$ cat src/rtl/scfr_pkg.sv
// Package for the sync-word frame receiver: command and status types between
// controller and datapath, register indexes and the CRC-8 step function.
// No dependencies.
package scfr_pkg;

    localparam int BYTE_W    = 8;
    localparam int CFG_IDX_W = 2;

    localparam logic [CFG_IDX_W-1:0] REG_SYNC_FIRST  = 2'd0;
    localparam logic [CFG_IDX_W-1:0] REG_SYNC_SECOND = 2'd1;
    localparam logic [CFG_IDX_W-1:0] REG_SYNC_THIRD  = 2'd2;

    localparam logic       OP_BYTE  = 1'b0;
    localparam logic       OP_REARM = 1'b1;

    localparam logic [BYTE_W-1:0] CRC_POLY = 8'h31;

    typedef struct packed {
        logic clear;
        logic store;
        logic load_err;
        logic rd_en;
    } scfr_cmd_t;

    typedef struct packed {
        logic first_hit;
        logic second_hit;
        logic third_hit;
        logic crc_hit;
        logic count_last;
        logic out_free;
    } scfr_sts_t;

    function automatic logic [BYTE_W-1:0] crc8_step(input logic [BYTE_W-1:0] crc,
                                                    input logic [BYTE_W-1:0] b);
        logic [BYTE_W-1:0] v;
        v = crc ^ b;
        for (int k = 0; k < BYTE_W; k++) begin
            v = v[BYTE_W-1] ? ((v << 1) ^ CRC_POLY) : (v << 1);
        end
        return v;
    endfunction

endpackage

$ cat src/rtl/scfr_ctrl.sv
// Controller of the frame receiver: hunt, payload, CRC, emit and hold phases.
// Depends on scfr_pkg; drives datapath commands from datapath status.
module scfr_ctrl (
    input  logic                aclk,
    input  logic                aresetn,
    input  logic                s_tvalid,
    input  logic                s_tuser,
    output logic                s_tready,
    input  scfr_pkg::scfr_sts_t sts,
    output scfr_pkg::scfr_cmd_t cmd
);
    import scfr_pkg::*;

    localparam logic [2:0] ST_HUNT0 = 3'd0;
    localparam logic [2:0] ST_HUNT1 = 3'd1;
    localparam logic [2:0] ST_HUNT2 = 3'd2;
    localparam logic [2:0] ST_DATA  = 3'd3;
    localparam logic [2:0] ST_CRC   = 3'd4;
    localparam logic [2:0] ST_HOLD  = 3'd5;
    localparam logic [2:0] ST_EMIT  = 3'd6;

    logic [2:0] state_reg;
    logic [2:0] state_next;
    logic       accept;

    assign s_tready = (state_reg != ST_EMIT) && ((state_reg != ST_CRC) || sts.out_free);
    assign accept   = s_tvalid && s_tready;

    always_comb begin
        state_next   = state_reg;
        cmd          = '0;
        if (state_reg == ST_EMIT) begin
            if (sts.out_free) begin
                cmd.rd_en = 1'b1;
                if (sts.count_last) begin
                    state_next = ST_HOLD;
                end
            end
        end else if (accept) begin
            if (s_tuser == OP_REARM) begin
                cmd.clear  = 1'b1;
                state_next = ST_HUNT0;
            end else begin
                unique case (state_reg)
                    ST_HUNT1: state_next = sts.second_hit ? ST_HUNT2 : ST_HUNT0;
                    ST_HUNT2: state_next = sts.third_hit ? ST_DATA : ST_HUNT0;
                    ST_DATA: begin
                        cmd.store = 1'b1;
                        if (sts.count_last) begin
                            state_next = ST_CRC;
                        end
                    end
                    ST_CRC: begin
                        cmd.clear = 1'b1;
                        if (sts.crc_hit) begin
                            state_next = ST_EMIT;
                        end else begin
                            cmd.load_err = 1'b1;
                            state_next   = ST_HUNT0;
                        end
                    end
                    ST_HOLD: state_next = ST_HOLD;
                    default: begin
                        cmd.clear  = 1'b1;
                        state_next = sts.first_hit ? ST_HUNT1 : ST_HUNT0;
                    end
                endcase
            end
        end
    end

    always_ff @(posedge aclk) begin
        if (!aresetn) begin
            state_reg <= ST_HUNT0;
        end else begin
            state_reg <= state_next;
        end
    end

    a_no_accept_in_emit: assert property (@(posedge aclk) disable iff (!aresetn)
        (state_reg == ST_EMIT) |-> !s_tready)
        else $error("input accepted during emission");

    a_err_needs_free_out: assert property (@(posedge aclk) disable iff (!aresetn)
        cmd.load_err |-> sts.out_free)
        else $error("error item loaded over a pending item");

    a_emit_ends_in_hold: assert property (@(posedge aclk) disable iff (!aresetn)
        (state_reg == ST_EMIT && sts.out_free && sts.count_last) |=> (state_reg == ST_HOLD))
        else $error("emission did not end in hold");

endmodule

$ cat src/rtl/scfr_dp.sv
// Datapath of the frame receiver: sync registers, CRC-8, payload memory,
// byte counter and output register. Depends on scfr_pkg; commanded by scfr_ctrl.
module scfr_dp #(
    parameter int PAYLOAD_BYTES = 16
) (
    input  logic                                 aclk,
    input  logic                                 aresetn,
    input  logic                                 cfg_we,
    input  logic [scfr_pkg::CFG_IDX_W-1:0]       cfg_index,
    input  logic [scfr_pkg::BYTE_W-1:0]          cfg_wdata,
    input  logic [scfr_pkg::BYTE_W-1:0]          s_tdata,
    input  scfr_pkg::scfr_cmd_t                  cmd,
    output scfr_pkg::scfr_sts_t                  sts,
    output logic                                 m_tvalid,
    input  logic                                 m_tready,
    output logic [scfr_pkg::BYTE_W-1:0]          m_tdata,
    output logic                                 m_tuser,
    output logic                                 m_tlast
);
    import scfr_pkg::*;

    localparam int CNT_W = (PAYLOAD_BYTES > 1) ? $clog2(PAYLOAD_BYTES) : 1;
    localparam logic [CNT_W-1:0] CNT_LAST = CNT_W'(PAYLOAD_BYTES - 1);

    logic [BYTE_W-1:0] sync_first_reg;
    logic [BYTE_W-1:0] sync_second_reg;
    logic [BYTE_W-1:0] sync_third_reg;
    logic [BYTE_W-1:0] crc_reg;
    logic [CNT_W-1:0]  count_reg;
    logic [BYTE_W-1:0] mem [PAYLOAD_BYTES];
    logic [BYTE_W-1:0] rd_data_reg;
    logic              out_valid_reg;
    logic              out_err_reg;
    logic              out_last_reg;

    assign sts.first_hit  = (s_tdata == sync_first_reg);
    assign sts.second_hit = (s_tdata == sync_second_reg);
    assign sts.third_hit  = (s_tdata == sync_third_reg);
    assign sts.crc_hit    = (s_tdata == crc_reg);
    assign sts.count_last = (count_reg == CNT_LAST);
    assign sts.out_free   = !out_valid_reg || m_tready;

    assign m_tvalid = out_valid_reg;
    assign m_tdata  = out_err_reg ? '0 : rd_data_reg;
    assign m_tuser  = out_err_reg;
    assign m_tlast  = out_last_reg;

    always_ff @(posedge aclk) begin
        if (!aresetn) begin
            sync_first_reg  <= '0;
            sync_second_reg <= '0;
            sync_third_reg  <= '0;
        end else if (cfg_we) begin
            unique case (cfg_index)
                REG_SYNC_FIRST:  sync_first_reg  <= cfg_wdata;
                REG_SYNC_SECOND: sync_second_reg <= cfg_wdata;
                REG_SYNC_THIRD:  sync_third_reg  <= cfg_wdata;
                default: ;
            endcase
        end
    end

    always_ff @(posedge aclk) begin
        if (!aresetn) begin
            crc_reg   <= '0;
            count_reg <= '0;
        end else if (cmd.clear) begin
            crc_reg   <= '0;
            count_reg <= '0;
        end else if (cmd.store) begin
            crc_reg   <= crc8_step(crc_reg, s_tdata);
            count_reg <= count_reg + 1'b1;
        end else if (cmd.rd_en) begin
            count_reg <= count_reg + 1'b1;
        end
    end

    always_ff @(posedge aclk) begin
        if (cmd.store) begin
            mem[count_reg] <= s_tdata;
        end
        if (cmd.rd_en) begin
            rd_data_reg <= mem[count_reg];
        end
    end

    always_ff @(posedge aclk) begin
        if (!aresetn) begin
            out_valid_reg <= 1'b0;
            out_err_reg   <= 1'b0;
            out_last_reg  <= 1'b0;
        end else if (cmd.load_err) begin
            out_valid_reg <= 1'b1;
            out_err_reg   <= 1'b1;
            out_last_reg  <= 1'b1;
        end else if (cmd.rd_en) begin
            out_valid_reg <= 1'b1;
            out_err_reg   <= 1'b0;
            out_last_reg  <= sts.count_last;
        end else if (m_tready) begin
            out_valid_reg <= 1'b0;
        end
    end

    a_err_shows: assert property (@(posedge aclk) disable iff (!aresetn)
        cmd.load_err |=> (m_tvalid && m_tuser && m_tlast && (m_tdata == '0)))
        else $error("error item not presented");

    a_read_shows: assert property (@(posedge aclk) disable iff (!aresetn)
        cmd.rd_en |=> (m_tvalid && !m_tuser))
        else $error("payload item not presented");

    a_no_cmd_clash: assert property (@(posedge aclk) disable iff (!aresetn)
        !(cmd.load_err && cmd.rd_en) && !(cmd.store && cmd.rd_en))
        else $error("conflicting datapath commands");

endmodule

$ cat src/rtl/sync_crc8_frame_receiver.sv
// Sync-word frame receiver with CRC-8 (poly 0x31, init 0, MSB first) check.
// Takes one input item per cycle while hunting, storing or holding.
// CRC mismatch: error item on the output in the cycle after the CRC byte is taken.
// CRC match: after the emit state is registered, payload items come one per cycle,
// output stalls apart, from the registered memory read; input stalls during emission.
// Reset: hunt for first sync byte; CRC, count and sync registers zero, memory kept.
module sync_crc8_frame_receiver #(
    parameter int PAYLOAD_BYTES = 16
) (
    input  logic                           aclk,
    input  logic                           aresetn,
    input  logic                           cfg_we,
    input  logic [scfr_pkg::CFG_IDX_W-1:0] cfg_index,
    input  logic [scfr_pkg::BYTE_W-1:0]    cfg_wdata,
    input  logic                           s_tvalid,
    output logic                           s_tready,
    input  logic [scfr_pkg::BYTE_W-1:0]    s_tdata,   // [7:0] rx_byte
    input  logic                           s_tuser,   // [0] op
    output logic                           m_tvalid,
    input  logic                           m_tready,
    output logic [scfr_pkg::BYTE_W-1:0]    m_tdata,   // [7:0] payload_byte
    output logic                           m_tuser,   // [0] frame_status
    output logic                           m_tlast
);
    import scfr_pkg::*;

    scfr_cmd_t cmd;
    scfr_sts_t sts;

    scfr_ctrl u_ctrl (
        .aclk     (aclk),
        .aresetn  (aresetn),
        .s_tvalid (s_tvalid),
        .s_tuser  (s_tuser),
        .s_tready (s_tready),
        .sts      (sts),
        .cmd      (cmd)
    );

    scfr_dp #(
        .PAYLOAD_BYTES (PAYLOAD_BYTES)
    ) u_dp (
        .aclk      (aclk),
        .aresetn   (aresetn),
        .cfg_we    (cfg_we),
        .cfg_index (cfg_index),
        .cfg_wdata (cfg_wdata),
        .s_tdata   (s_tdata),
        .cmd       (cmd),
        .sts       (sts),
        .m_tvalid  (m_tvalid),
        .m_tready  (m_tready),
        .m_tdata   (m_tdata),
        .m_tuser   (m_tuser),
        .m_tlast   (m_tlast)
    );

endmodule

$ cat config.mk
export PLATFORM = sky130hd
export DESIGN_NAME = sync_crc8_frame_receiver
export DESIGN_NICKNAME = d
export VERILOG_FILES = /design/src/rtl/scfr_pkg.sv /design/src/rtl/scfr_ctrl.sv /design/src/rtl/scfr_dp.sv /design/src/rtl/sync_crc8_frame_receiver.sv
export SDC_FILE = /design/constraint.sdc
export NUM_CORES = 1
export LEC_CHECK = 0
export ABC_AREA = 0
export BUFFER_PORTS_ARGS = -buffer_cell sky130_fd_sc_hd__buf_2
export CORE_ASPECT_RATIO = 2
export CORE_MARGIN = 4
export CORE_UTILIZATION = 25
export DETAILED_ROUTE_END_ITERATION = 7
export SLEW_MARGIN = 20
export SYNTH_ARGS = -nofsm -noshare
export SYNTH_HDL_FRONTEND = slang
export SYNTH_SLANG_ARGS = --single-unit
export TNS_END_PERCENT = 50
$ cat constraint.sdc
create_clock -name aclk -period 3.4 [get_ports aclk]
set_clock_uncertainty 0.15 [all_clocks]
set_input_delay 0 -clock aclk [delete_from_list [all_inputs] [get_ports aclk]]
set_output_delay 0 -clock aclk [all_outputs]
set_load 0.01 [all_outputs]
==> results.ini <==
[finish]
syn2layout_area_growth_pct = 18.5
drive_gt1_frac = 0.214
nFillCells = 2968
antenna_cells = 0
regMostFlops = u_dp.mem
multi_input_area_mm2 = 0.00258
instances_no_fill = 916
nNetsFinal = 563
largest_register_ffs = 128
seqCellArea_mm2 = 0.00493
final_core_util = 0.300

[timing]
finalCritPeriodShare = 0.759
fmax_mhz = 387
finalSetupViolations = 0
fin_ws_ns = 0.819
drv_slew = 0
hold_viol_final = 0
min_period_ns = 2.58
whs_ns = 0.254
maxSlewHeadroom = 0.469
rsz0062_at_grt = false
tightestPinTransition_ns = 0.796
finalSetupTns_ns = 0

[grt]
globalRouteMet2Util = 0.235
grt_max_degree = 33
overflow = 0
grtUsageMet1 = 0.100
grt_pass1_wl_um = 27600
antenna_found_initial = 0
first_global_vias = 4525
grt_use_total = 0.112
met3_usage = 0.0208
busiest_layer = met2

[setup_path]
cpPeakStageDelay_ns = 0.76
path_cells = buf_4, mux4_2, mux4_2
crit_slowest_cell = dfxtp_2
timing.critical_path.from_type = flop
endpoint_kind = flop
cp_num_buf_inv = 1
cp.required_ns = 3.41
cp_top_family = multiplexers
crit_fanout = 20
r2r_slack_ns = 0.82
cp.arrival_ns = 2.59
timing.critical_path.mode_cell = mux4_2
criticalPathCategory = flop to flop
startpoint = u_dp.count_reg[0]
reg2reg_from = u_dp.count_reg[0]

[route]
wl_um = 18100
drtPass1Iterations = 4
wl_per_cell_um = 19.7
first_iter_violations = 210
drc_errors = 0
vias = 4122
avgViaCountPerCell = 4.50
drtAntennaViolNets = 0

[cts]
root_buffer = clkbuf_16
numCtsBuffers = 17
cts.sinks = 178
clkLatencyLatePin_ns = 0.43
cts_buffer_depth = 2
cts_tree = done
cts.clk_slew.worst_paths_ns = 0.07
cts_resized = 0
htreeDepth = 4

[placed_design]
placedCellCount = 858
io_buffers = 35
gp_congestion = 0.858
dpl.hpwl_um = 13400
place_ws_ns = 0.793

[logic_synthesis]
ys_types = 44
async_flop_share = 0
syn-num-nets = 501
synth_edf_count = 136
syn_area_mm2 = 0.00763
yosysWarnings = 0
synth_area_leader_cell = edfxtp_1
synthTopCellsByArea = edfxtp_1 (54%), mux4_2 (12%), dfxtp_1 (11%)
syn_area_per_cell_um2 = 16.1
ys_seq_elements = 178
synthCells = 473
synth_top_area_share = 0.535
ys.flop_type = edfxtp_1
yosysSeqAreaShare = 0.645

[floorplanning]
die_h_um = 255
start_util = 0.253
die_w_um = 132
io_pins = 36
core_area_mm2 = 0.0302
die_area_mm2 = 0.0335
rows = 90

[power_and_ir_drop]
p_leak_nw = 3.02
powerDensity_mw_per_mm2 = 492
irDropWorstVdd_mv = 0.356

[hold_path]
hold_class = input port to flop
hp-start = cfg_wdata[0]

[job]
maxCapViolCount = 0

[outcome]
status = finished clean

[routing by layer]
metal | up-vias | part of all wire | wire length [um]
met2 | 74 | 0.61 | 11000
li1 | 1925 | - | -
met1 | 2095 | 0.33 | 5970
met5 | - | 0 | 0
met3 | 28 | 0.030 | 545
met4 | 0 | 0.033 | 602
[cell usage after synthesis, drive strengths merged, types with 2 or more instances]
library cell / count
o21ai: 11
a211o: 2
nand2: 8
mux4: 40
nand3: 7
ha: 4
mux2i: 24
edfxtp: 136
xor2: 30
buf: 13
dfxtp: 42
and3: 3
nand3b: 2
nor3: 9
nor2: 16
a211oi: 7
and2: 13
nand2b: 5
nor4: 3
inv: 2
nor3b: 5
a21oi: 5
a21boi: 4
o21a: 2
xnor2: 18
clkbuf: 12
nor2b: 37
and4: 4
[per-stage QoR]
step	power [mW]	cell area, um2
3_5_place_dp	2.57	8200
4_1_cts	4.50	9040
5_1_grt	4.60	9040
3_3_place_gp	2.57	8200
2_1_floorplan	2.49	7630
6_report	4.45	9040
[what timing repair did]
action	in CTS	in global routing
hold buffers	26	0
hold endpoints to repair	158	0
setup buffers	0	0
[report_power, final]
part           switching, mW  internal, mW  total, mW
Sequential           0.00804          2.34       2.35
Combinational          0.105        0.0831      0.188
Clock                  0.802          1.11       1.91
[final cells by class]
type / instances / area share
Clock buffer: 25 / 0.0596
Clock inverter: 7 / 0.00498
Inverter: 2 / 0.000830
Multi-Input combinational cell: 268 / 0.285
Sequential cell: 178 / 0.545
Tap cell: 368 / 0.0509
Timing Repair Buffer: 68 / 0.0540
[worst register-to-register path, stage by stage (launching register included)]
cell     delay (ns)
dfxtp_2        0.76
buf_4          0.39
mux4_2         0.53
mux4_2         0.48
[logic make-up (layout without fill, tap and decap cells)]
logic type                 Yosys count  after routing  synth area share
buffers and inverters               27            102            0.0179
and+or+nand+nor                    115            115            0.0877
DFF                                178            178             0.645
xor gates and xnor gates            49             49            0.0620
AOI/OAI and AO/OA                   36             36            0.0308
muxes                               64             64             0.150
adders and majority gates            4              4           0.00656
[layout by cell type (no fill, tap or decap), drive strengths merged, types with 2 or more instances in the layout]
cell / count
a211oi: 7
clkinv: 3
nand2: 8
mux4: 40
nand2b: 5
nor2: 16
and3: 3
nor2b: 37
nor3b: 5
buf: 42
nor4: 3
clkbuf: 25
dfxtp: 42
and2: 13
nand3: 7
ha: 4
dlygate4sd3: 26
edfxtp: 136
a21boi: 4
nand3b: 2
a21oi: 5
o21a: 2
a211o: 2
xor2: 30
and4: 4
o21ai: 11
mux2i: 24
nor3: 9
xnor2: 18
inv: 6
[final timing paths]
check | endpoint | cells past startpoint
setup reg to reg | u_dp.rd_data_reg[6] | 3
setup / recovery | u_dp.rd_data_reg[6] | 3
hold reg to reg | u_dp.crc_reg[1] | 2
hold / removal | u_dp.sync_third_reg[0] | 4
No activity file was read; power rests on OpenSTA's default activity.
